===== src/rtl/ppd_pkg.sv =====
// Package for the periodic point distance block: widths, register indexes,
// reset values, pipeline depths and the shared configuration struct.
// It depends on nothing and is used by every module of the block.
package ppd_pkg;

   localparam int COORD_W   = 24;
   localparam int BOX_W     = 11;
   localparam int FRAC_BITS = 12;

   // sqrt(3)/2 as an unsigned fraction with HEX_Q fraction bits.
   localparam int HEX_Q              = 16;
   localparam logic [HEX_Q-1:0] HEX_SCALE = 16'd56756;
   localparam int HEX_PROD_W         = BOX_W + HEX_Q;
   localparam int HEX_SHIFT          = HEX_Q - FRAC_BITS;

   localparam int PER_W  = BOX_W + FRAC_BITS;
   localparam int MAG_W  = (PER_W > COORD_W) ? PER_W : COORD_W;
   localparam int SQ_W   = 2 * MAG_W;
   localparam int SUM_W  = SQ_W + 2;
   localparam int ROOT_W = SUM_W / 2;
   localparam int REM_W  = ROOT_W + 3;

   localparam int DIST_W = 26;
   localparam logic [DIST_W-1:0] DIST_MAX = '1;
   localparam int SAT_W  = (ROOT_W > DIST_W) ? ROOT_W : DIST_W;

   localparam int AXIS_LAT = 4;
   localparam int LATENCY  = AXIS_LAT + 1 + ROOT_W;

   localparam int CSR_IDX_W = 2;
   typedef enum logic [CSR_IDX_W-1:0] {
      REG_BOX_WIDTH       = 2'd0,
      REG_BOX_HEIGHT      = 2'd1,
      REG_HEXAGONAL_MODE  = 2'd2,
      REG_PERIODIC_ENABLE = 2'd3
   } csr_index_type;

   localparam logic [BOX_W-1:0] BOX_WIDTH_RST  = 11'd64;
   localparam logic [BOX_W-1:0] BOX_HEIGHT_RST = 11'd64;

   typedef struct packed {
      logic [PER_W-1:0] period_x;
      logic [PER_W-1:0] period_y;
      logic             wrap;
   } cfg_type;

endpackage


===== src/rtl/ppd_axis.sv =====
// One axis of the distance datapath: difference magnitude, wrapped magnitude,
// both squares and the minimum-image selection over four register stages.
// Depends on ppd_pkg.
module ppd_axis
   import ppd_pkg::*;
(
   input  logic                      clock,
   input  logic signed [COORD_W-1:0] a,
   input  logic signed [COORD_W-1:0] b,
   input  logic [PER_W-1:0]          period,
   input  logic                      wrap,
   output logic [SQ_W-1:0]           term
);

   logic signed [COORD_W:0] diff;
   logic [COORD_W:0]        diff_neg;
   logic [MAG_W-1:0]        mag_ff, mag_in;
   logic signed [MAG_W:0]   wdiff;
   logic [MAG_W:0]          wdiff_neg;
   logic [MAG_W-1:0]        direct_ff;
   logic [MAG_W-1:0]        wmag_ff, wmag_in;
   logic [SQ_W-1:0]         sq_direct_ff, sq_wrap_ff;
   logic [SQ_W-1:0]         term_ff, term_in;

   // Stage 1: magnitude of the signed difference.
   assign diff     = {a[COORD_W-1], a} - {b[COORD_W-1], b};
   assign diff_neg = -diff;
   assign mag_in   = diff[COORD_W] ? MAG_W'(diff_neg[COORD_W-1:0])
                                   : MAG_W'(diff[COORD_W-1:0]);

   // Stage 2: magnitude of the period minus the direct magnitude.
   assign wdiff     = $signed({1'b0, MAG_W'(period)}) - $signed({1'b0, mag_ff});
   assign wdiff_neg = -wdiff;
   assign wmag_in   = wdiff[MAG_W] ? wdiff_neg[MAG_W-1:0] : wdiff[MAG_W-1:0];

   // Stage 4: the wrapped term wins ties, which gives the same value.
   assign term_in = (wrap && !(sq_direct_ff < sq_wrap_ff)) ? sq_wrap_ff : sq_direct_ff;

   always_ff @(posedge clock) begin
      mag_ff       <= mag_in;
      direct_ff    <= mag_ff;
      wmag_ff      <= wmag_in;
      sq_direct_ff <= direct_ff * direct_ff;
      sq_wrap_ff   <= wmag_ff * wmag_ff;
      term_ff      <= term_in;
   end

   assign term = term_ff;

endmodule


===== config.mk =====
export PLATFORM = sky130hd
export DESIGN_NAME = ppd_axis
export DESIGN_NICKNAME = d
export VERILOG_FILES = /design/src/rtl/ppd_pkg.sv /design/src/rtl/ppd_axis.sv
export SDC_FILE = /design/constraint.sdc
export NUM_CORES = 2
export LEC_CHECK = 0
export BUFFER_PORTS_ARGS = -buffer_cell sky130_fd_sc_hd__clkbuf_2
export CORE_MARGIN = 4
export CORE_UTILIZATION = 53
export CTS_BUF_LIST = sky130_fd_sc_hd__clkbuf_4 sky130_fd_sc_hd__clkbuf_8
export DETAILED_ROUTE_END_ITERATION = 10
export GPL_TIMING_DRIVEN = 0
export PLACE_DENSITY = 0.7
export SETUP_SLACK_MARGIN = 0.4
export SKIP_LAST_GASP = 1
export SLEW_MARGIN = 20
export SYNTH_ARGS = -nofsm -noshare
export SYNTH_HDL_FRONTEND = slang
export SYNTH_SLANG_ARGS = --single-unit

===== constraint.sdc =====
create_clock -name clock -period 12.8 [get_ports clock]
set_input_delay 1.28 -clock clock [delete_from_list [all_inputs] [get_ports clock]]
set_output_delay 1.28 -clock clock [all_outputs]
set_load 0.05 [all_outputs]

==> out/results.tsv <==
stage	metric	value	unit
detailed_routing	vias post-DR	29800	
synth	ys async rst share	0	
synth	multiplexer share of the synthesized area	0.0144	
sta	Slew Limit Fails	0	
placed_design	final weighted congestion in routability-driven placement	0.949	
floorplan	boundary pin count	121	
worst_setup_path	slowest CP cell	o41ai_1	
worst_setup_path	worst path buffer plus inverter count	7	
synth	syn nets	5884	
floorplan	Core Rows	102	
global_routing	initial antenna violation count	4	
clock_tree	post-cts resize count	0	
clock_tree	Post-CTS Setup Inserts	0	
worst_setup_path	Top Family by Delay on Critical Path	adder cells	
detailed_routing	Routed Antenna Nets	0	
worst_setup_path	crit start category	flip-flop	
synth	Post-Syn Instances	4517	
clock_tree	Clock Pin Slew Worst Setup and Hold Paths	0.08	ns
synth	Simple-Gate Fraction of Synth Area	0.105	
clock_tree	cts bufs inserted	30	
synth	Synth Area in Adders	0.539	
final_layout	Finished Cell Area	0.0445	mm^2
sta	RSZ-0062 raised after global routing	false	
sta	post-route clock skew	0.0296	ns
sta	Achievable Freq	106	MHz
synth	syn avg cell area	9.26	um^2
sta	Setup-failing EPs final	0	
synth	largest cells by area after synthesis	fa_1 40%, ha_1 13%, inv_1 12%	
synth	largest area contributor in the synthesized netlist	fa_1	
detailed_routing	drt pass-1 iters	5	
clock_tree	CTS tree	done	
sta	post-layout min period	9.40	ns
sta	Final Hold Vio Count	0	
final_layout	nets@finish	6035	
detailed_routing	routed length per instance	18.3	um
worst_setup_path	R2R setup slack	3.40	ns
worst_setup_path	R2R Path Start	wmag_ff[17]	
placed_design	pre-CTS WS	3.57	ns
global_routing	first-pass GRT wire length	169000	um
floorplan	initial core utilization	0.537	
worst_setup_path	most common cell type on the critical path	fa_1	
worst_setup_path	max incr delay on CP	0.93	ns
sta	max_slew headroom	0.343	
worst_setup_path	Data arrival, critical path	9.87	ns
synth	post-synthesis sequential area ratio	0.102	
floorplan	die span in x	289	um
job	Max Cap Violations	0	
synth	Synth top area share	0.404	
worst_setup_path	kind of critical path	flip-flop to flip-flop	
min_path	hold path depth	0	
placed_design	Port Buffer Count	119	
sta	Final period util	0.735	
sta	worst slew pin tran	0.973	ns
floorplan	Core Box Area	0.0778	mm^2
worst_setup_path	reg-to-reg critical path endpoint	sq_wrap_ff[46]	
synth	number of synthesized flops with an enable pin	0	
synth	Ys Warns	0	
global_routing	pin count of the biggest net entering global routing	16	
floorplan	die footprint	0.0835	mm^2
worst_setup_path	CP required	13.27	ns
sta	final setup TNS	0	ns
clock_tree	clk root buf	clkbuf_8	
synth	mapped cell area	0.0418	mm^2
final_layout	layout cells sized above 1	0.0548	
synth	largest family of logic cells by synthesized area	adder cells	
clock_tree	H-tree Lvls	1	
status	status	finished clean	
global_routing	Total Routing Usage GR	0.261	
detailed_routing	DRC violations left	0	
clock_tree	Worst-Skew Late Latency	0.60	ns
detailed_routing	initial DRC count	1833	
final_layout	Syn-to-layout area delta	6.43	%
global_routing	grt ovf	0	
min_path	Hold Path End	direct_ff[4]	
min_path	worst min path class	flip-flop to flip-flop	
global_routing	vias in the first global route	32000	
clock_tree	Hold Buf Count CTS	0	
sta	Final WS setup	3.40	ns
placed_design	Post-Place Cell Area	0.0437	mm^2
synth	Post-synth top flop	dfxtp_1	
detailed_routing	final WL	105000	um
detailed_routing	post-DR vias/cell	5.19	
synth	Synth cell types	83	
clock_tree	CTS Buffer Depth	3	
synth	Compound-Gate Fraction of Synth Area	0.0758	
worst_setup_path	r2r worst-path depth	24	
synth	synthesized flop and latch total	213	
floorplan	height of the die	289	um
clock_tree	clk sinks	213	
worst_setup_path	crit path cell chain	clkbuf_1 > clkbuf_1 > nand2_1 > fa_1 > inv_1 > fa_1 > fa_1 > inv_1 > fa_1 > inv_1 > fa_1 > fa_1 > inv_1 > fa_1 > inv_1 > ha_1 > nand3_1 > o41ai_1 > a31oi_1 > o21ai_1 > a21bo_2 > a31oi_1 > o21a_1 > a2111oi_1	
worst_setup_path	CP endpoint kind	flip-flop	
synth	Synth Area in XOR/XNOR	0.0375	
placed_design	HPWL Detailed	89300	um
worst_setup_path	CP max FO	10	
min_path	Hold Startpoint	mag_ff[4]	
## metrics by stage
| stage | std cells | utilization | hold slack (ns) |
|---|---|---|---|
| 2_1_floorplan | 4517 | - | 0.331 |
| 5_1_grt | 5732 | 0.572 | 0.335 |
| 6_report | 5735 | 0.572 | 0.341 |
| 3_5_place_dp | 5676 | 0.562 | 0.335 |
| 3_3_place_gp | 5676 | 0.562 | 0.337 |
| 4_1_cts | 5732 | 0.572 | 0.332 |
## kinds of logic after synthesis
group,count (synthesis)
simple gates,898
flops,213
buf+inv,1408
xor+xnor,179
fa+ha+maj,1294
other cells,1
mux,54
compound gates,470
## layout by cell type (no fill, tap or decap), types with 73 or more instances in the layout
master    Yosys  routed
a21oi_1     129     129
dfxtp_1     213     213
inv_1      1291    1291
and2_1      227     227
a21o_1       94      94
clkbuf_1    110     110
xnor2_1     128     128
o21ai_0      73      73
ha_1        449     449
fa_1        845     845
nand2_1     381     381
clkbuf_2      0     119
nor2_1      110     110
## Yosys cell counts, drive strengths merged (79+ instances only)
| library cell | n |
|---|---|
| a21o | 94 |
| a21oi | 129 |
| and2 | 227 |
| clkbuf | 110 |
| dfxtp | 213 |
| fa | 845 |
| ha | 449 |
| inv | 1291 |
| nand2 | 381 |
| nor2 | 111 |
| o21ai | 79 |
| xnor2 | 128 |
## worst register-to-register path, delay by kind of cell, from the launching register on
family | cells | cell delay [ns]
simple gates | 2 | 0.45
flops | 1 | 0.61
buf+inv | 7 | 1.52
fa+ha+maj | 8 | 4.06
compound gates | 7 | 2.69
## layer usage
layer  share of wire  track usage  vias to the layer above  routed length (um)
met5         0.00012            0                        -                  13
met4           0.032       0.0704                        2                3320
met3           0.083       0.0544                      211                8660
met2            0.45        0.419                     1029               47500
met1            0.43        0.361                    14700               45300
li1                -            -                    13800                   -
## worst max path at each step
stage / startpoint / endpoint / depth (start not counted)
6_report: wmag_ff[17] / sq_wrap_ff[46] / 24
5_1_grt: wmag_ff[17] / sq_wrap_ff[47] / 26
4_1_cts: wmag_ff[17] / sq_wrap_ff[47] / 26
3_5_place_dp: direct_ff[17] / sq_direct_ff[47] / 27
3_3_place_gp: direct_ff[17] / sq_direct_ff[47] / 27
2_1_floorplan: direct_ff[17] / sq_direct_ff[47] / 27
## sequential cells by signal, summed over array words and instances, names as in the netlist
| register | count |
|---|---|
| direct_ff | 24 |
| mag_ff | 24 |
| sq_direct_ff | 47 |
| sq_wrap_ff | 47 |
| term | 47 |
| wmag_ff | 24 |
## area by class of cell
type | instances | area [um^2]
well taps | 1040 | 1300
diodes | 3 | 7.51
plain buffers | 117 | 445
multi-input cells | 2896 | 32300
clock inverters | 13 | 230
clock buffers | 43 | 554
inverters | 1291 | 4850
fillers | 6982 | 33300
flip-flops and latches | 213 | 4260
repair buffers | 119 | 596
Power is left out: the tool's default activity adds up to more than one toggle a clock period on the data nets, which glitch-free logic cannot reach.
