===== src/rtl/ppd_pkg.sv =====
// Package for the periodic point distance block: widths, register indexes,
// reset values, pipeline depths and the shared configuration struct.
// It depends on nothing and is used by every module of the block.
package ppd_pkg;

   localparam int COORD_W   = 24;
   localparam int BOX_W     = 11;
   localparam int FRAC_BITS = 12;

   // sqrt(3)/2 as an unsigned fraction with HEX_Q fraction bits.
   localparam int HEX_Q              = 16;
   localparam logic [HEX_Q-1:0] HEX_SCALE = 16'd56756;
   localparam int HEX_PROD_W         = BOX_W + HEX_Q;
   localparam int HEX_SHIFT          = HEX_Q - FRAC_BITS;

   localparam int PER_W  = BOX_W + FRAC_BITS;
   localparam int MAG_W  = (PER_W > COORD_W) ? PER_W : COORD_W;
   localparam int SQ_W   = 2 * MAG_W;
   localparam int SUM_W  = SQ_W + 2;
   localparam int ROOT_W = SUM_W / 2;
   localparam int REM_W  = ROOT_W + 3;

   localparam int DIST_W = 26;
   localparam logic [DIST_W-1:0] DIST_MAX = '1;
   localparam int SAT_W  = (ROOT_W > DIST_W) ? ROOT_W : DIST_W;

   localparam int AXIS_LAT = 4;
   localparam int LATENCY  = AXIS_LAT + 1 + ROOT_W;

   localparam int CSR_IDX_W = 2;
   typedef enum logic [CSR_IDX_W-1:0] {
      REG_BOX_WIDTH       = 2'd0,
      REG_BOX_HEIGHT      = 2'd1,
      REG_HEXAGONAL_MODE  = 2'd2,
      REG_PERIODIC_ENABLE = 2'd3
   } csr_index_type;

   localparam logic [BOX_W-1:0] BOX_WIDTH_RST  = 11'd64;
   localparam logic [BOX_W-1:0] BOX_HEIGHT_RST = 11'd64;

   typedef struct packed {
      logic [PER_W-1:0] period_x;
      logic [PER_W-1:0] period_y;
      logic             wrap;
   } cfg_type;

endpackage


===== src/rtl/ppd_sqrt.sv =====
// Pipelined truncating integer square root, one result bit per stage.
// Each stage brings down two radicand bits and does one trial subtraction.
// Depends on ppd_pkg.
module ppd_sqrt
   import ppd_pkg::*;
(
   input  logic              clock,
   input  logic              reset,
   input  logic              in_valid,
   input  logic [SUM_W-1:0]  radicand,
   output logic              out_valid,
   output logic [ROOT_W-1:0] root
);

   logic [REM_W-1:0]  rem_tap  [ROOT_W+1];
   logic [ROOT_W-1:0] root_tap [ROOT_W+1];
   logic [SUM_W-1:0]  rad_tap  [ROOT_W+1];
   logic [ROOT_W:0]   vld_tap;

   assign rem_tap[0]  = '0;
   assign root_tap[0] = '0;
   assign rad_tap[0]  = radicand;
   assign vld_tap[0]  = in_valid;

   for (genvar s = 0; s < ROOT_W; s++) begin : g_stage
      logic [REM_W-1:0]  cat;
      logic [REM_W-1:0]  trial;
      logic [REM_W-1:0]  rem_ff, rem_in;
      logic [ROOT_W-1:0] root_ff, root_in;
      logic [SUM_W-1:0]  rad_ff, rad_in;
      logic              vld_ff;

      always_comb begin
         cat   = {rem_tap[s][REM_W-3:0], rad_tap[s][SUM_W-1 -: 2]};
         trial = REM_W'({root_tap[s], 2'b01});
         if (cat >= trial) begin
            rem_in  = cat - trial;
            root_in = {root_tap[s][ROOT_W-2:0], 1'b1};
         end else begin
            rem_in  = cat;
            root_in = {root_tap[s][ROOT_W-2:0], 1'b0};
         end
         rad_in = rad_tap[s] << 2;
      end

      always_ff @(posedge clock) begin
         rem_ff  <= rem_in;
         root_ff <= root_in;
         rad_ff  <= rad_in;
      end

      always_ff @(posedge clock) begin
         if (reset) begin
            vld_ff <= 1'b0;
         end else begin
            vld_ff <= vld_tap[s];
         end
      end

      assign rem_tap[s+1]  = rem_ff;
      assign root_tap[s+1] = root_ff;
      assign rad_tap[s+1]  = rad_ff;
      assign vld_tap[s+1]  = vld_ff;
   end

   assign out_valid = vld_tap[ROOT_W];
   assign root      = root_tap[ROOT_W];

   // A floor square root leaves a remainder of at most twice the root.
   a_rem_bound: assert property (@(posedge clock) disable iff (reset)
      out_valid |-> (rem_tap[ROOT_W] <= REM_W'({root_tap[ROOT_W], 1'b0})))
      else $error("square root remainder exceeds twice the root");

endmodule


===== config.mk =====
export PLATFORM = sky130hd
export DESIGN_NAME = ppd_sqrt
export DESIGN_NICKNAME = d
export VERILOG_FILES = /design/src/rtl/ppd_pkg.sv /design/src/rtl/ppd_sqrt.sv
export SDC_FILE = /design/constraint.sdc
export NUM_CORES = 2
export LEC_CHECK = 0
export ABC_AREA = 1
export BUFFER_PORTS_ARGS = -buffer_cell sky130_fd_sc_hd__buf_2
export CAP_MARGIN = 20
export CORE_UTILIZATION = 25
export CTS_BUF_LIST = sky130_fd_sc_hd__clkbuf_2 sky130_fd_sc_hd__clkbuf_4 sky130_fd_sc_hd__clkbuf_8
export DETAILED_ROUTE_END_ITERATION = 12
export PLACE_DENSITY = 0.39
export SYNTH_ARGS = -nofsm -noshare
export SYNTH_HDL_FRONTEND = slang
export SYNTH_SLANG_ARGS = --single-unit

===== constraint.sdc =====
create_clock -name clock -period 1.8 [get_ports clock]
set_input_delay 0.54 -clock clock [delete_from_list [all_inputs] [get_ports clock]]
set_output_delay 0.54 -clock clock [all_outputs]
set_load 0.01 [all_outputs]

==> run_results.csv <==
group,metric,value,unit
finish,post-route-util,42.21,%
finish,area_delta_synth_final,67.21,%
logic_synthesis,yosysWarnings,0,
logic_synthesis,netlist-cell-type-count,55,
routing,drt_first_iter_violations,3140,
place,hpwl,181500,um
logic_synthesis,synth_area,68590,um^2
timing,fmaxAchievable,0.4997,GHz
flow_run,max_cap_violations,0,
grt,grtUsageTotal,17.12,%
clock_network,cts_sinks,1539,
logic_synthesis,synth_enable_flop_cells,0,
min_path,whs_path_depth,2,
timing,final_critical_path_setup_slack,-0.2012,ns
floorplanning,placementRows,191,
grt,met3_usage,2.303,%
grt,globalRouteOverflowTotal,0,
finish,fin_nets,12620,
logic_synthesis,dominant_combinational_cell_family_by_area_after_synthesis,"simple AND/OR/NAND/NOR gates",
grt,grt_antenna_before_repair,6,
logic_synthesis,post_synth.cell_area_avg,7.242,um^2
logic_synthesis,synthMuxAreaShare,0,%
grt,via_count_of_the_first_global_routing_pass,68340,
finish,post_route_cells_drive_above_1_share,49.51,%
timing,setup_tns,-32.82,ns
place,portBuffers,78,
grt,global_route.usage.met2,29.31,%
floorplanning,chipWidth,525.8,um
logic_synthesis,area_share_of_fa_ha_maj_cells_after_synthesis,6.421,%
logic_synthesis,netlist_top_cells_count,"sky130_fd_sc_hd__nand2_1, sky130_fd_sc_hd__inv_1, sky130_fd_sc_hd__dfxtp_1",
routing,routed_wire_length_per_instance,15.27,um
grt,grt_use_met1,22.53,%
worst_setup_path,worstRegToRegCells,14,
finish,fillers,27310,
run_status,failed_checks,"negative setup slack",
logic_synthesis,mappedNetlistNets,9876,
logic_synthesis,compound_gate_fraction_of_synth_area,5.432,%
clock_network,worst_setup_hold_path_clk_slew,0.06,ns
routing,routed_wirelength,244400,um
logic_synthesis,synthXorXnorAreaFrac,2.988,%
logic_synthesis,post-synth-top-count-cell,"sky130_fd_sc_hd__nand2_1",
logic_synthesis,ys_async_sr_fraction,0,%
worst_setup_path,crit_required,2.75,ns
grt,grt.busiest_layer,"met2",
timing,report.final.hold_viol_count,0,
clock_network,tritoncts,"yes",
grt,grt_pass1_wl,374900,um
min_path,min_path_type,"in2reg",
worst_setup_path,critical_path_sink_type,"flip-flop",
routing,antenna_left,0,
floorplanning,ioPinCount,79,
pwr,p_leak,56.69,nW
timing,skew,0.07282,ns
logic_synthesis,yosys_most_used_dff,"sky130_fd_sc_hd__dfxtp_1",
routing,route.vias.total,67360,
clock_network,root_buffer,"sky130_fd_sc_hd__clkbuf_8",
worst_setup_path,kind_of_critical_path,"reg2reg",
clock_network,clock_tree.buffer_depth,4,
worst_setup_path,kind_of_launch_point_of_the_worst_setup_path,"flip-flop",
timing,maxSlewViolCount,0,
logic_synthesis,postSynthCellCount,9471,
clock_network,htree_num_levels,5,
routing,vias_per_cell,4.209,
timing,grt_setup_unrepaired,"yes",
pwr,power_density,1207,nW/um^2
logic_synthesis,synth.top_cell.area_share,44.92,%
pwr,total_power,0.1384,W
timing,finalSetupViolCount,367,
grt,largest_net_degree_at_the_start_of_global_routing,26,
place,dp_worst_setup_slack,-0.5775,ns
clock_network,clkLatencyLatePin,1.03,ns
floorplanning,height_of_the_die,525.8,um
timing,post-route-min-period,2.001,ns
logic_synthesis,synthSimpleGateAreaFrac,29.85,%
floorplanning,fp.dieArea,276500,um^2
worst_setup_path,crit_fanout,5,
logic_synthesis,synthTopCellsByArea,"sky130_fd_sc_hd__dfxtp_1, sky130_fd_sc_hd__nand2_1, sky130_fd_sc_hd__inv_1",
place,routabilityCongestion,0.8658,
worst_setup_path,critPathArrivalTime,2.95,ns
timing,period_share,111.2,%
logic_synthesis,yosysSeqAreaShare,44.92,%
run_status,outcome,"finished with violations",
pwr,worst_ir_drop_vdd,581.4,uV
logic_synthesis,synth.largest_area_cell,"sky130_fd_sc_hd__dfxtp_1",
logic_synthesis,yosys_register_bits,1539,
floorplanning,initial_utilization,25.24,%
routing,drc_viols,0,
clock_network,cts_inserted_buffers,285,
floorplanning,design.core.area,271700,um^2
routing,drt-pass1-iter-count,8,
==> final timing paths <==
path | slack, ns | end | from
setup / recovery | -0.20 | g_stage[23].rem_ff[16]$_DFF_P_ | g_stage[22].root_ff[21]$_DFF_P_
hold / removal | 0.19 | g_stage[0].rad_ff[12]$_DFF_P_ | radicand[10]
setup reg to reg | -0.20 | g_stage[23].rem_ff[16]$_DFF_P_ | g_stage[22].root_ff[21]$_DFF_P_
hold reg to reg | 0.28 | g_stage[6].rad_ff[37]$_DFF_P_ | g_stage[5].rad_ff[35]$_DFF_P_
==> state kept, by name, indices dropped and copies added (netlist names) <==
name and flops:
g_stage.rad_ff 600, g_stage.rem_ff 589, g_stage.root_ff 300, g_stage.vld_ff 24
out_valid 1, root 25
==> cells in the final DEF (no fill, tap or decap), types with 76 or more instances in the layout <==
master and instances:
sky130_fd_sc_hd__nand3_2 135, sky130_fd_sc_hd__clkbuf_8 359, sky130_fd_sc_hd__dfxtp_2 366, sky130_fd_sc_hd__nand2_1 2029
sky130_fd_sc_hd__nor2_2 165, sky130_fd_sc_hd__a21oi_2 159, sky130_fd_sc_hd__o21ai_2 96, sky130_fd_sc_hd__nand2_2 750
sky130_fd_sc_hd__buf_6 212, sky130_fd_sc_hd__inv_2 296, sky130_fd_sc_hd__buf_4 2051, sky130_fd_sc_hd__nor2_1 492
sky130_fd_sc_hd__a21oi_4 110, sky130_fd_sc_hd__nand3b_1 76, sky130_fd_sc_hd__nand2_4 336, sky130_fd_sc_hd__inv_1 1371
sky130_fd_sc_hd__dfxtp_1 1112, sky130_fd_sc_hd__xnor2_1 96, sky130_fd_sc_hd__ha_1 84, sky130_fd_sc_hd__nand3_1 366
sky130_fd_sc_hd__a21oi_1 97, sky130_fd_sc_hd__ha_4 264, sky130_fd_sc_hd__nor2_4 187, sky130_fd_sc_hd__xor2_1 114
sky130_fd_sc_hd__nand4_1 168
==> routing by layer <==
layer  part of all wire (%)  up-vias  wire length, um
li1                       -    34710                -
met1                     46    31250           113200
met2                     48     1058           117200
met3                    3.6      345             8802
met4                    2.1        0             5193
met5                      0        -                0
==> stage by stage <==
stage / area, um^2 / hold WS (ns) / std cells
after floorplan: 68590 / 0.3096 / 9471
after global placement: 87540 / 0.3095 / 14970
after detailed placement: 87540 / 0.3121 / 14970
after CTS: 108100 / 0.04576 / 15900
after global routing: 114700 / 0.08188 / 16000
final: 114700 / 0.1894 / 16010
==> where the power goes <==
part / leakage (nW) / switching [W] / internal [W]
clock network: 3.33 / 0.0154 / 0.0211
registers: 12.8 / 0.00614 / 0.0405
logic: 40.6 / 0.0287 / 0.0267
==> cell families after synthesis <==
| family | count (synthesis) |
|---|---|
| AND/OR/NAND/NOR | 4896 |
| XOR/XNOR | 234 |
| buffers and inverters | 1780 |
| other | 1 |
| adder cells (fa/ha/maj) | 352 |
| AO/OA/AOI/OAI | 669 |
| flip-flops | 1539 |
==> area by class of cell <==
class / count / area [um^2] / area share (%)
Multi-Input combinational cell: 6157 / 44420 / 38.73
Sequential cell: 1539 / 31500 / 27.46
Timing Repair Buffer: 2515 / 21330 / 18.60
Inverter: 1705 / 6583 / 5.739
Clock buffer: 422 / 5414 / 4.720
Tap cell: 3570 / 4467 / 3.894
Clock inverter: 85 / 894.6 / 0.7800
Timing Repair inverter: 7 / 71.32 / 0.06218
Antenna cell: 6 / 15.01 / 0.01309
==> critical path, cell delays in order (launching register included) <==
cell and delay (ns):
sky130_fd_sc_hd__dfxtp_2 0.33, sky130_fd_sc_hd__inv_2 0.04, sky130_fd_sc_hd__ha_4 0.28, sky130_fd_sc_hd__nand2_4 0.05
sky130_fd_sc_hd__buf_6 0.11, sky130_fd_sc_hd__nor2_4 0.12, sky130_fd_sc_hd__nand2_2 0.08, sky130_fd_sc_hd__nor3_2 0.21
sky130_fd_sc_hd__nand2_2 0.10, sky130_fd_sc_hd__buf_6 0.12, sky130_fd_sc_hd__nand3b_4 0.14, sky130_fd_sc_hd__buf_12 0.14
sky130_fd_sc_hd__buf_16 0.12, sky130_fd_sc_hd__nand2_1 0.05, sky130_fd_sc_hd__nand2_1 0.05
==> timing repair <==
action	CTS	global route
cloned	56	8
hold buffers	54	0
endpoints found under the hold margin	76	0
buffers inserted	345	156
pin swaps	645	835
resized for setup	2567	1758
endpoints found under the setup margin	621	626
No activity file was read; power rests on OpenSTA's default activity.
