`config.mk`:
```
export PLATFORM = sky130hd
export DESIGN_NAME = ppd_csr
export DESIGN_NICKNAME = d
export VERILOG_FILES = /design/src/rtl/ppd_pkg.sv /design/src/rtl/ppd_csr.sv
export SDC_FILE = /design/constraint.sdc
export NUM_CORES = 1
export LEC_CHECK = 0
export ABC_AREA = 1
export BUFFER_PORTS_ARGS = -buffer_cell sky130_fd_sc_hd__buf_4
export CORE_UTILIZATION = 60
export DETAILED_ROUTE_END_ITERATION = 8
export GPL_ROUTABILITY_DRIVEN = 0
export MAX_ROUTING_LAYER = met4
export PLACE_DENSITY = 0.89
export SETUP_SLACK_MARGIN = 0.02
export SLEW_MARGIN = 10
export SYNTH_ARGS = -nofsm -noshare
export SYNTH_HDL_FRONTEND = slang
export SYNTH_SLANG_ARGS = --single-unit
```
`constraint.sdc`:
```
create_clock -name clock -period 9.55 [get_ports clock]
set_clock_uncertainty 0.1 [all_clocks]
set_input_delay 0.955 -clock clock [delete_from_list [all_inputs] [get_ports clock]]
set_output_delay 0.955 -clock clock [all_outputs]
set_load 0.01 [all_outputs]
```
`src/rtl/ppd_pkg.sv`:
```
// Package for the periodic point distance block: widths, register indexes,
// reset values, pipeline depths and the shared configuration struct.
// It depends on nothing and is used by every module of the block.
package ppd_pkg;

   localparam int COORD_W   = 24;
   localparam int BOX_W     = 11;
   localparam int FRAC_BITS = 12;

   // sqrt(3)/2 as an unsigned fraction with HEX_Q fraction bits.
   localparam int HEX_Q              = 16;
   localparam logic [HEX_Q-1:0] HEX_SCALE = 16'd56756;
   localparam int HEX_PROD_W         = BOX_W + HEX_Q;
   localparam int HEX_SHIFT          = HEX_Q - FRAC_BITS;

   localparam int PER_W  = BOX_W + FRAC_BITS;
   localparam int MAG_W  = (PER_W > COORD_W) ? PER_W : COORD_W;
   localparam int SQ_W   = 2 * MAG_W;
   localparam int SUM_W  = SQ_W + 2;
   localparam int ROOT_W = SUM_W / 2;
   localparam int REM_W  = ROOT_W + 3;

   localparam int DIST_W = 26;
   localparam logic [DIST_W-1:0] DIST_MAX = '1;
   localparam int SAT_W  = (ROOT_W > DIST_W) ? ROOT_W : DIST_W;

   localparam int AXIS_LAT = 4;
   localparam int LATENCY  = AXIS_LAT + 1 + ROOT_W;

   localparam int CSR_IDX_W = 2;
   typedef enum logic [CSR_IDX_W-1:0] {
      REG_BOX_WIDTH       = 2'd0,
      REG_BOX_HEIGHT      = 2'd1,
      REG_HEXAGONAL_MODE  = 2'd2,
      REG_PERIODIC_ENABLE = 2'd3
   } csr_index_type;

   localparam logic [BOX_W-1:0] BOX_WIDTH_RST  = 11'd64;
   localparam logic [BOX_W-1:0] BOX_HEIGHT_RST = 11'd64;

   typedef struct packed {
      logic [PER_W-1:0] period_x;
      logic [PER_W-1:0] period_y;
      logic             wrap;
   } cfg_type;

endpackage

```
`src/rtl/ppd_csr.sv`:
```
// Configuration registers of the periodic point distance block.
// Holds the box size and mode bits and derives the registered x and y periods.
// Depends on ppd_pkg.
module ppd_csr
   import ppd_pkg::*;
(
   input  logic                 clock,
   input  logic                 reset,
   input  logic                 csr_we,
   input  logic [CSR_IDX_W-1:0] csr_index,
   input  logic [BOX_W-1:0]     csr_wdata,
   output cfg_type              cfg
);

   logic [BOX_W-1:0]      box_width_ff, box_width_in;
   logic [BOX_W-1:0]      box_height_ff, box_height_in;
   logic                  hex_ff, hex_in;
   logic                  periodic_ff, periodic_in;
   logic [PER_W-1:0]      period_x_ff, period_x_in;
   logic [PER_W-1:0]      period_y_ff, period_y_in;
   logic [HEX_PROD_W-1:0] hex_prod;

   always_comb begin
      box_width_in  = box_width_ff;
      box_height_in = box_height_ff;
      hex_in        = hex_ff;
      periodic_in   = periodic_ff;
      if (csr_we) begin
         case (csr_index)
            REG_BOX_WIDTH:       box_width_in  = csr_wdata;
            REG_BOX_HEIGHT:      box_height_in = csr_wdata;
            REG_HEXAGONAL_MODE:  hex_in        = csr_wdata[0];
            REG_PERIODIC_ENABLE: periodic_in   = csr_wdata[0];
            default:             ;
         endcase
      end
   end

   // The hexagonal period is the height times sqrt(3)/2, truncated.
   assign hex_prod    = HEX_PROD_W'(box_height_ff) * HEX_PROD_W'(HEX_SCALE);
   assign period_x_in = PER_W'(box_width_ff) << FRAC_BITS;
   assign period_y_in = hex_ff ? PER_W'(hex_prod >> HEX_SHIFT)
                               : PER_W'(box_height_ff) << FRAC_BITS;

   always_ff @(posedge clock) begin
      if (reset) begin
         box_width_ff  <= BOX_WIDTH_RST;
         box_height_ff <= BOX_HEIGHT_RST;
         hex_ff        <= 1'b0;
         periodic_ff   <= 1'b0;
      end else begin
         box_width_ff  <= box_width_in;
         box_height_ff <= box_height_in;
         hex_ff        <= hex_in;
         periodic_ff   <= periodic_in;
      end
   end

   always_ff @(posedge clock) begin
      period_x_ff <= period_x_in;
      period_y_ff <= period_y_in;
   end

   assign cfg.period_x = period_x_ff;
   assign cfg.period_y = period_y_ff;
   assign cfg.wrap     = periodic_ff;

   a_square_period_y: assert property (@(posedge clock) disable iff (reset)
      (!hex_ff && !csr_we) |=> (period_y_ff == (PER_W'(box_height_ff) << FRAC_BITS)))
      else $error("y period does not follow the box height in square mode");

endmodule

```
==> results of run 1 <==
-- sequential cells by signal (all words and copies together), names as in the netlist --
register,cells
hex_ff,1
periodic_ff,1
period_x_ff,11
box_width_ff,11
period_y_ff,23
box_height_ff,11
-- per-stage QoR --
| step | std cells | total power [mW] |
|---|---|---|
| 3_3_place_gp | 832 | 0.9872 |
| 6_report | 848 | 1.350 |
| 5_1_grt | 848 | 1.440 |
| 4_1_cts | 848 | 1.331 |
| 2_1_floorplan | 695 | 0.8401 |
| 3_5_place_dp | 832 | 1.024 |
-- cells by family after synthesis --
kind of cell | count (synthesis) | synth area share, %
compound gates | 61 | 6.176
xor+xnor | 10 | 1.601
fa+ha+maj | 132 | 37.88
buf+inv | 174 | 12.99
flops | 58 | 21.23
other cells | 1 | 0.06855
simple gates | 248 | 20.06
-- final cells by class --
class                      instances  area (um^2)  share of cell area, %
multi-input combinational        463         3640                  59.33
inverter                         153        574.3                  9.362
tap                              108        135.1                  2.203
sequential                        58         1161                  18.93
timing repair buffer              50        375.4                  6.119
clock buffer                       9        123.9                  2.019
clock inverter                     7        125.1                  2.040
-- worst reg2reg max path: cells and delay by family, from the launching register on --
kind / cells / cell delay [ns]
adder cells (fa/ha/maj): 6 / 2.48
AO/OA/AOI/OAI: 1 / 0.24
XOR/XNOR: 2 / 0.49
buffers and inverters: 4 / 0.33
AND/OR/NAND/NOR: 6 / 0.75
flip-flops: 1 / 0.50
-- per-layer routing --
| metal | part of all wire (%) | up-vias | track usage [%] |
|---|---|---|---|
| met5 | 0 | - | - |
| met1 | 37 | 2191 | 36.74 |
| li1 | - | 2164 | - |
| met2 | 50 | 260 | 50.56 |
| met4 | 4.9 | 0 | 17.53 |
| met3 | 8.6 | 60 | 6.403 |
-- cells in the mapped netlist (8+ instances only) --
cell type  instances
inv_1            148
nand2_1          132
ha_1              76
dfxtp_1           58
fa_1              56
nor2_1            51
o21ai_0           28
a21oi_1           24
nand3_1           23
buf_4             13
nand2_2           12
nor2_2             8
-- power by group through the flow --
stage	registers [mW]	clock network (mW)	logic [mW]
finish	0.276	0.295	0.780
global route	0.278	0.301	0.861
CTS	0.275	0.291	0.765
detailed placement	0.281	0	0.744
global placement	0.279	0	0.708
floorplan	0.284	0	0.556
-- worst paths after layout --
kind	cells past startpoint	startpoint	slack, ns	end
worst max-delay path	19	box_height_ff[9]	4.57	period_y_ff[19]
worst min-delay path	0	box_width_ff[4]	0.25	period_x_ff[16]
worst max register to register	19	box_height_ff[9]	4.57	period_y_ff[19]
worst min register to register	0	box_width_ff[4]	0.25	period_x_ff[16]
==> run_summary.xml, run 1 <==
<?xml version="1.0" encoding="UTF-8"?>
<metrics>
  <group name="run_status">
    <metric name="outcome" unit="">finished clean</metric>
  </group>
  <group name="synth">
    <metric name="synth_top_area_share" unit="%">21.23</metric>
    <metric name="synth_enable_flop_cells" unit="">0</metric>
    <metric name="post_synth_arst_share" unit="%">0</metric>
    <metric name="post_syn_area_per_cell" unit="um^2">7.997</metric>
    <metric name="syn-instance-count" unit="">684</metric>
    <metric name="seq_area_frac_synth" unit="%">21.23</metric>
    <metric name="synth_largest_area_cell" unit="">dfxtp_1</metric>
    <metric name="synth.cell_area" unit="mm^2">0.005470</metric>
    <metric name="ys_top_cells_by_area" unit="">dfxtp_1, fa_1, ha_1, inv_1, nand2_1</metric>
    <metric name="number_of_different_library_cells_in_the_post_synthesis_netlist" unit="">32</metric>
    <metric name="ys.warnings.count" unit="">0</metric>
    <metric name="ys_dominant_reg_cell" unit="">dfxtp_1</metric>
    <metric name="synth-seq-cells" unit="">58</metric>
  </group>
  <group name="floorplan">
    <metric name="die_h" unit="um">97.49</metric>
    <metric name="count_of_pins_on_the_block_boundary" unit="">63</metric>
    <metric name="start_util" unit="%">62.42</metric>
    <metric name="chipWidth" unit="um">97.49</metric>
    <metric name="rows" unit="">34</metric>
    <metric name="core_area" unit="mm^2">0.008763</metric>
    <metric name="fp.dieArea" unit="mm^2">0.009503</metric>
  </group>
  <group name="setup_path">
    <metric name="path_cells" unit="">inv_1 &gt; ha_1 &gt; xnor2_1 &gt; ha_1 &gt; xor2_1 &gt; ha_1 &gt; fa_1 &gt; inv_1 &gt; fa_1 &gt; inv_1 &gt; ha_1 &gt; nand2_2 &gt; inv_1 &gt; a21oi_2 &gt; nand3_2 &gt; nand2_1 &gt; nand3_1 &gt; nand3_1 &gt; nand2_1</metric>
    <metric name="path_buf_inv" unit="">4</metric>
    <metric name="path_delay_family" unit="">adder cells</metric>
    <metric name="timing.critical_path.to_type" unit="">flip-flop</metric>
    <metric name="critical-path-max-stage-delay" unit="ns">0.54</metric>
    <metric name="crit_arrival" unit="ns">5.12</metric>
    <metric name="critPathMaxFanout" unit="">7</metric>
    <metric name="worst_ep_required_time" unit="ns">9.70</metric>
    <metric name="cpMaxStageDelayCell" unit="">fa_1</metric>
    <metric name="criticalPathCategory" unit="">reg2reg</metric>
    <metric name="crit_path_start_kind" unit="">flip-flop</metric>
  </group>
  <group name="route">
    <metric name="vias" unit="">4675</metric>
    <metric name="drc" unit="">0</metric>
    <metric name="viasPerCell" unit="">5.513</metric>
    <metric name="route.final.wire_length" unit="um">14050</metric>
    <metric name="route.detailed.wl_per_inst" unit="um">16.57</metric>
    <metric name="detail_route.iter0.violations" unit="">479</metric>
    <metric name="drt_first_pass_iters" unit="">9</metric>
    <metric name="route.antenna.remaining_nets" unit="">0</metric>
  </group>
  <group name="finish">
    <metric name="layout-drive-gt1-share" unit="%">14.05</metric>
    <metric name="fin_nets" unit="">883</metric>
    <metric name="final_common_cell" unit="">inv_1</metric>
    <metric name="diodes" unit="">0</metric>
    <metric name="final_area" unit="mm^2">0.006135</metric>
    <metric name="num-fill-cells" unit="">627</metric>
    <metric name="layout.core_utilization" unit="%">70.00</metric>
    <metric name="layout-area-overhead-vs-synth" unit="%">12.15</metric>
    <metric name="layout.cells.most_common_list" unit="">inv_1, nand2_1, ha_1, dfxtp_1, fa_1</metric>
  </group>
  <group name="sta">
    <metric name="holdWs" unit="ns">0.2470</metric>
    <metric name="finalCriticalPeriod" unit="ns">4.976</metric>
    <metric name="least_setup_slack_across_all_paths_after_layout" unit="ns">4.574</metric>
    <metric name="setup-violations-final" unit="">0</metric>
    <metric name="clock.fmax" unit="GHz">0.2009</metric>
    <metric name="timing.slew.headroom" unit="%">41.02</metric>
    <metric name="final_hold_viol_count" unit="">0</metric>
    <metric name="worst_pin_slew" unit="ns">0.8835</metric>
    <metric name="post-route-period-util" unit="%">52.11</metric>
    <metric name="fin_setup_tns" unit="ns">0</metric>
    <metric name="grt_setup_unrepaired" unit="">no</metric>
    <metric name="slew_violations" unit="">0</metric>
  </group>
  <group name="pwr">
    <metric name="p_sw" unit="mW">0.6380</metric>
    <metric name="p_sw_share" unit="%">47.25</metric>
    <metric name="share_seq_of_total_power" unit="%">20.4</metric>
    <metric name="comb_power_share" unit="%">57.8</metric>
    <metric name="vdd_drop_max" unit="mV">0.1303</metric>
    <metric name="total_leakage_power" unit="nW">3.437</metric>
    <metric name="powerDensity" unit="mW/mm^2">220.1</metric>
    <metric name="cell_internal_pwr" unit="mW">0.7124</metric>
    <metric name="power.clock.fraction" unit="%">21.8</metric>
  </group>
  <group name="clock_tree">
    <metric name="worst_skew_pair.late_latency" unit="ns">0.37</metric>
    <metric name="holdBufCountCts" unit="">0</metric>
    <metric name="cts.sinks" unit="">58</metric>
    <metric name="clockRootBuffer" unit="">clkbuf_8</metric>
    <metric name="clkSlewWorstSetupHoldPaths" unit="ns">0.08</metric>
    <metric name="clock_path_buffers" unit="">2</metric>
    <metric name="ctsHtreeMaxLevel" unit="">3</metric>
    <metric name="tritoncts.num_buffers" unit="">9</metric>
    <metric name="cts_tree" unit="">built</metric>
    <metric name="cts_resized" unit="">0</metric>
    <metric name="post-cts-setup-buffer-count" unit="">0</metric>
  </group>
  <group name="global_routing">
    <metric name="grt-ovfl-total" unit="">0</metric>
    <metric name="grtUsageTotal" unit="%">31.42</metric>
    <metric name="vias_in_the_first_global_route" unit="">4698</metric>
    <metric name="grt_pass1_wl" unit="um">22730</metric>
    <metric name="largest_net_degree_at_the_start_of_global_routing" unit="">25</metric>
    <metric name="grt_antenna_before_repair" unit="">0</metric>
  </group>
  <group name="place">
    <metric name="placedInstanceArea" unit="mm^2">0.005886</metric>
    <metric name="place.detailed.hpwl" unit="um">10710</metric>
    <metric name="port_buffers" unit="">50</metric>
    <metric name="pre_cts_ws" unit="ns">4.728</metric>
  </group>
  <group name="hold_path">
    <metric name="min-delay-path-class" unit="">reg2reg</metric>
  </group>
  <group name="job">
    <metric name="max_cap_violations" unit="">0</metric>
  </group>
</metrics>
(Power assumes the default switching activity.)
==> run 2: changes to the inputs <==
--- a/config.mk
+++ b/config.mk
@@ -5,7 +5,7 @@
 export SDC_FILE = /design/constraint.sdc
 export NUM_CORES = 1
 export LEC_CHECK = 0
-export ABC_AREA = 1
+export ABC_AREA = 0
 export BUFFER_PORTS_ARGS = -buffer_cell sky130_fd_sc_hd__buf_4
 export CORE_UTILIZATION = 60
 export DETAILED_ROUTE_END_ITERATION = 8
==> constraint.sdc (replaced) <==
create_clock -name clock -period 5.05 [get_ports clock]
set_clock_uncertainty 0.1 [all_clocks]
set_input_delay 0.505 -clock clock [delete_from_list [all_inputs] [get_ports clock]]
set_output_delay 0.505 -clock clock [all_outputs]
set_load 0.01 [all_outputs]
==> run 2 against run 1 <==
Net effect: clock power up 35%; final cell count is 18% lower; area after synthesis is 7.6% lower; critical path depth down 3; register-to-register slack got worse by 4.6 ns; fmax down 1.0%; combinational power up 4.2%; via count fell by 15%; critical path type unchanged; critical endpoint is now period_y_ff[20].
==> run_summary.xml, run 2 <==
<?xml version="1.0" encoding="UTF-8"?>
<metrics>
  <group name="run_status">
    <metric name="outcome" unit="">finished clean</metric>
  </group>
  <group name="floorplan">
    <metric name="core_area" unit="mm^2">0.008175</metric>
    <metric name="rows" unit="">33</metric>
    <metric name="count_of_pins_on_the_block_boundary" unit="">63</metric>
    <metric name="fp.dieArea" unit="mm^2">0.008798</metric>
    <metric name="die_h" unit="um">93.80</metric>
    <metric name="chipWidth" unit="um">93.80</metric>
    <metric name="start_util" unit="%">61.85</metric>
  </group>
  <group name="synth">
    <metric name="synth_top_area_share" unit="%">22.96</metric>
    <metric name="adder_and_majority_cell_fraction_of_the_synthesized_area" unit="%">40.98</metric>
    <metric name="post_synth_arst_share" unit="%">0</metric>
    <metric name="synth.cell_area" unit="mm^2">0.005056</metric>
    <metric name="yosys.cell_count.top_type" unit="">inv_1</metric>
    <metric name="post_synth_and_or_nand_nor_area_fraction" unit="%">8.216</metric>
    <metric name="synth-compound-area-share" unit="%">7.820</metric>
    <metric name="muxShareOfSynthArea" unit="%">5.840</metric>
    <metric name="yosys.area_share.xor_xnor" unit="%">3.984</metric>
    <metric name="syn-instance-count" unit="">511</metric>
    <metric name="ys_dominant_reg_cell" unit="">dfxtp_1</metric>
    <metric name="number_of_different_library_cells_in_the_post_synthesis_netlist" unit="">50</metric>
    <metric name="synth-seq-cells" unit="">58</metric>
    <metric name="post_syn_area_per_cell" unit="um^2">9.895</metric>
    <metric name="synth_top_family_by_area" unit="">adder cells</metric>
    <metric name="ys_top_cells_by_area" unit="">dfxtp_1, fa_1, ha_1, inv_1, mux2i_1</metric>
    <metric name="synth_largest_area_cell" unit="">dfxtp_1</metric>
    <metric name="synthTopCellsByCount" unit="">inv_1, ha_1, dfxtp_1, fa_1, nor2_1</metric>
    <metric name="ys.warnings.count" unit="">0</metric>
    <metric name="seq_area_frac_synth" unit="%">22.96</metric>
    <metric name="synth_enable_flop_cells" unit="">0</metric>
  </group>
  <group name="place">
    <metric name="port_buffers" unit="">50</metric>
    <metric name="placedInstanceArea" unit="mm^2">0.005582</metric>
    <metric name="place.detailed.hpwl" unit="um">8957</metric>
  </group>
  <group name="setup_path">
    <metric name="timing.critical_path.to_type" unit="">flip-flop</metric>
    <metric name="crit_arrival" unit="ns">5.17</metric>
    <metric name="setup.worst_path.end" unit="">period_y_ff[20]</metric>
    <metric name="ff2ff_path_depth" unit="">16</metric>
    <metric name="criticalPathCategory" unit="">reg2reg</metric>
    <metric name="worst_ep_required_time" unit="ns">5.19</metric>
    <metric name="critPathMaxFanout" unit="">5</metric>
    <metric name="rr_startpoint" unit="">box_height_ff[3]</metric>
    <metric name="regToRegEndpoint" unit="">period_y_ff[20]</metric>
    <metric name="setup.worst_path.start" unit="">box_height_ff[3]</metric>
    <metric name="crit_path_start_kind" unit="">flip-flop</metric>
    <metric name="reg2reg_slack" unit="ns">0.02</metric>
  </group>
  <group name="job">
    <metric name="max_cap_violations" unit="">0</metric>
  </group>
  <group name="finish">
    <metric name="layout.core_utilization" unit="%">74.43</metric>
    <metric name="layout.cells.most_common_list" unit="">inv_1, buf_4, ha_1, fa_1, dfxtp_1</metric>
    <metric name="max_ffs_per_register" unit="">23</metric>
    <metric name="diodes" unit="">0</metric>
    <metric name="layout-area-overhead-vs-synth" unit="%">20.34</metric>
    <metric name="final_common_cell" unit="">inv_1</metric>
    <metric name="fin_nets" unit="">731</metric>
    <metric name="regMostFlops" unit="">period_y_ff</metric>
    <metric name="final_area" unit="mm^2">0.006085</metric>
    <metric name="layout-drive-gt1-share" unit="%">23.64</metric>
  </group>
  <group name="sta">
    <metric name="final_hold_viol_count" unit="">0</metric>
    <metric name="holdWs" unit="ns">0.2502</metric>
    <metric name="timing.slew.headroom" unit="%">23.59</metric>
    <metric name="clock.fmax" unit="GHz">0.1989</metric>
    <metric name="finalCriticalPeriod" unit="ns">5.027</metric>
    <metric name="setup-violations-final" unit="">0</metric>
    <metric name="slew_violations" unit="">0</metric>
    <metric name="post-route-period-util" unit="%">99.54</metric>
    <metric name="worst_pin_slew" unit="ns">1.141</metric>
    <metric name="fin_setup_tns" unit="ns">0</metric>
    <metric name="grt_setup_unrepaired" unit="">yes</metric>
  </group>
  <group name="global_routing">
    <metric name="largest_net_degree_at_the_start_of_global_routing" unit="">25</metric>
    <metric name="grt_pass1_wl" unit="um">18510</metric>
    <metric name="grt_antenna_before_repair" unit="">0</metric>
    <metric name="grtUsageTotal" unit="%">28.48</metric>
    <metric name="vias_in_the_first_global_route" unit="">4082</metric>
    <metric name="grt-ovfl-total" unit="">0</metric>
  </group>
  <group name="clock_tree">
    <metric name="clockRootBuffer" unit="">clkbuf_8</metric>
    <metric name="worst_skew_pair.late_latency" unit="ns">0.35</metric>
    <metric name="ctsHtreeMaxLevel" unit="">3</metric>
    <metric name="holdBufCountCts" unit="">0</metric>
    <metric name="tritoncts.num_buffers" unit="">9</metric>
    <metric name="cts.sinks" unit="">58</metric>
    <metric name="clock_path_buffers" unit="">2</metric>
    <metric name="clkSlewWorstSetupHoldPaths" unit="ns">0.08</metric>
    <metric name="cts_tree" unit="">built</metric>
  </group>
  <group name="route">
    <metric name="route.detailed.wl_per_inst" unit="um">18.71</metric>
    <metric name="vias" unit="">3961</metric>
    <metric name="detail_route.iter0.violations" unit="">217</metric>
    <metric name="viasPerCell" unit="">5.716</metric>
    <metric name="drt_first_pass_iters" unit="">5</metric>
    <metric name="route.final.wire_length" unit="um">12960</metric>
    <metric name="route.antenna.remaining_nets" unit="">0</metric>
    <metric name="drc" unit="">0</metric>
  </group>
  <group name="hold_path">
    <metric name="min_path_cells" unit="">0</metric>
    <metric name="min-delay-path-class" unit="">reg2reg</metric>
  </group>
  <group name="pwr">
    <metric name="powerDensity" unit="mW/mm^2">279.8</metric>
    <metric name="vdd_drop_max" unit="mV">0.1998</metric>
    <metric name="total_leakage_power" unit="nW">3.072</metric>
  </group>
</metrics>
-- run 2: how the worst min path moves through the flow --
| stage | startpoint | endpoint |
|---|---|---|
| final | box_width_ff[8] | period_x_ff[20] |
| after global routing | box_width_ff[8] | period_x_ff[20] |
| after CTS | box_width_ff[8] | period_x_ff[20] |
| after detailed placement | box_width_ff[0] | period_x_ff[12] |
| after global placement | box_width_ff[0] | period_x_ff[12] |
| after floorplan | box_width_ff[6] | period_x_ff[18] |
-- run 2: per-layer routing --
layer | up-vias | part of all wire (%) | global-route usage [%]
met3 | 84 | 6.0 | 4.288
met1 | 1896 | 39 | 33.68
met4 | 0 | 5.5 | 13.46
met2 | 216 | 50 | 47.75
li1 | 1765 | - | -
met5 | - | 0 | -
-- run 2: metrics by stage --
stage / power (mW) / worst slack (ns) / instances
after CTS: 1.573 / 0.02674 / 685
after global placement: 1.135 / 0.06642 / 669
final: 1.702 / 0.02348 / 693
after detailed placement: 1.160 / -0.06563 / 669
after global routing: 1.802 / -0.1142 / 693
after floorplan: 0.9992 / 0.1914 / 522
-- run 2: repair_timing --
item,in CTS,in global routing
endpoints found under the setup margin,5,8
pin swaps,0,20
buffers inserted,0,8
resized for setup,7,42
-- run 2: cells by family (layout without fill, tap and decap cells) --
group,count (synthesis),count (layout)
AOI/OAI and AO/OA,59,59
other,1,12
buffers and inverters,123,189
xor gates and xnor gates,23,23
adders and majority gates,132,132
and+or+nand+nor,86,86
DFF,58,58
muxes,29,29
-- run 2: layout make-up --
| cell class | instances | area (um^2) |
|---|---|---|
| clock buffer | 10 | 137.6 |
| multi-input combinational | 341 | 3666 |
| clock inverter | 6 | 42.54 |
| timing repair buffer | 72 | 548.0 |
| tap | 105 | 131.4 |
| fill | 516 | 2091 |
| sequential | 58 | 1180 |
| inverter | 101 | 379.1 |
-- run 2: where the power goes --
group / internal [mW] / switching (mW) / total [mW]
registers: 0.477 / 0.0132 / 0.490
clock network: 0.191 / 0.208 / 0.399
logic: 0.352 / 0.461 / 0.813
total: 1.02 / 0.682 / 1.70
-- run 2: critical path, stage by stage, from the launching register on --
cell,delay [ns]
dfxtp_4,0.37
buf_4,0.14
ha_4,0.22
fa_1,0.55
fa_1,0.47
fa_1,0.56
inv_1,0.06
fa_1,0.54
inv_1,0.09
ha_4,0.31
nand4_1,0.15
a211oi_2,0.29
nor3_2,0.10
nand3b_1,0.29
o31ai_2,0.30
xor2_1,0.10
mux2_2,0.27
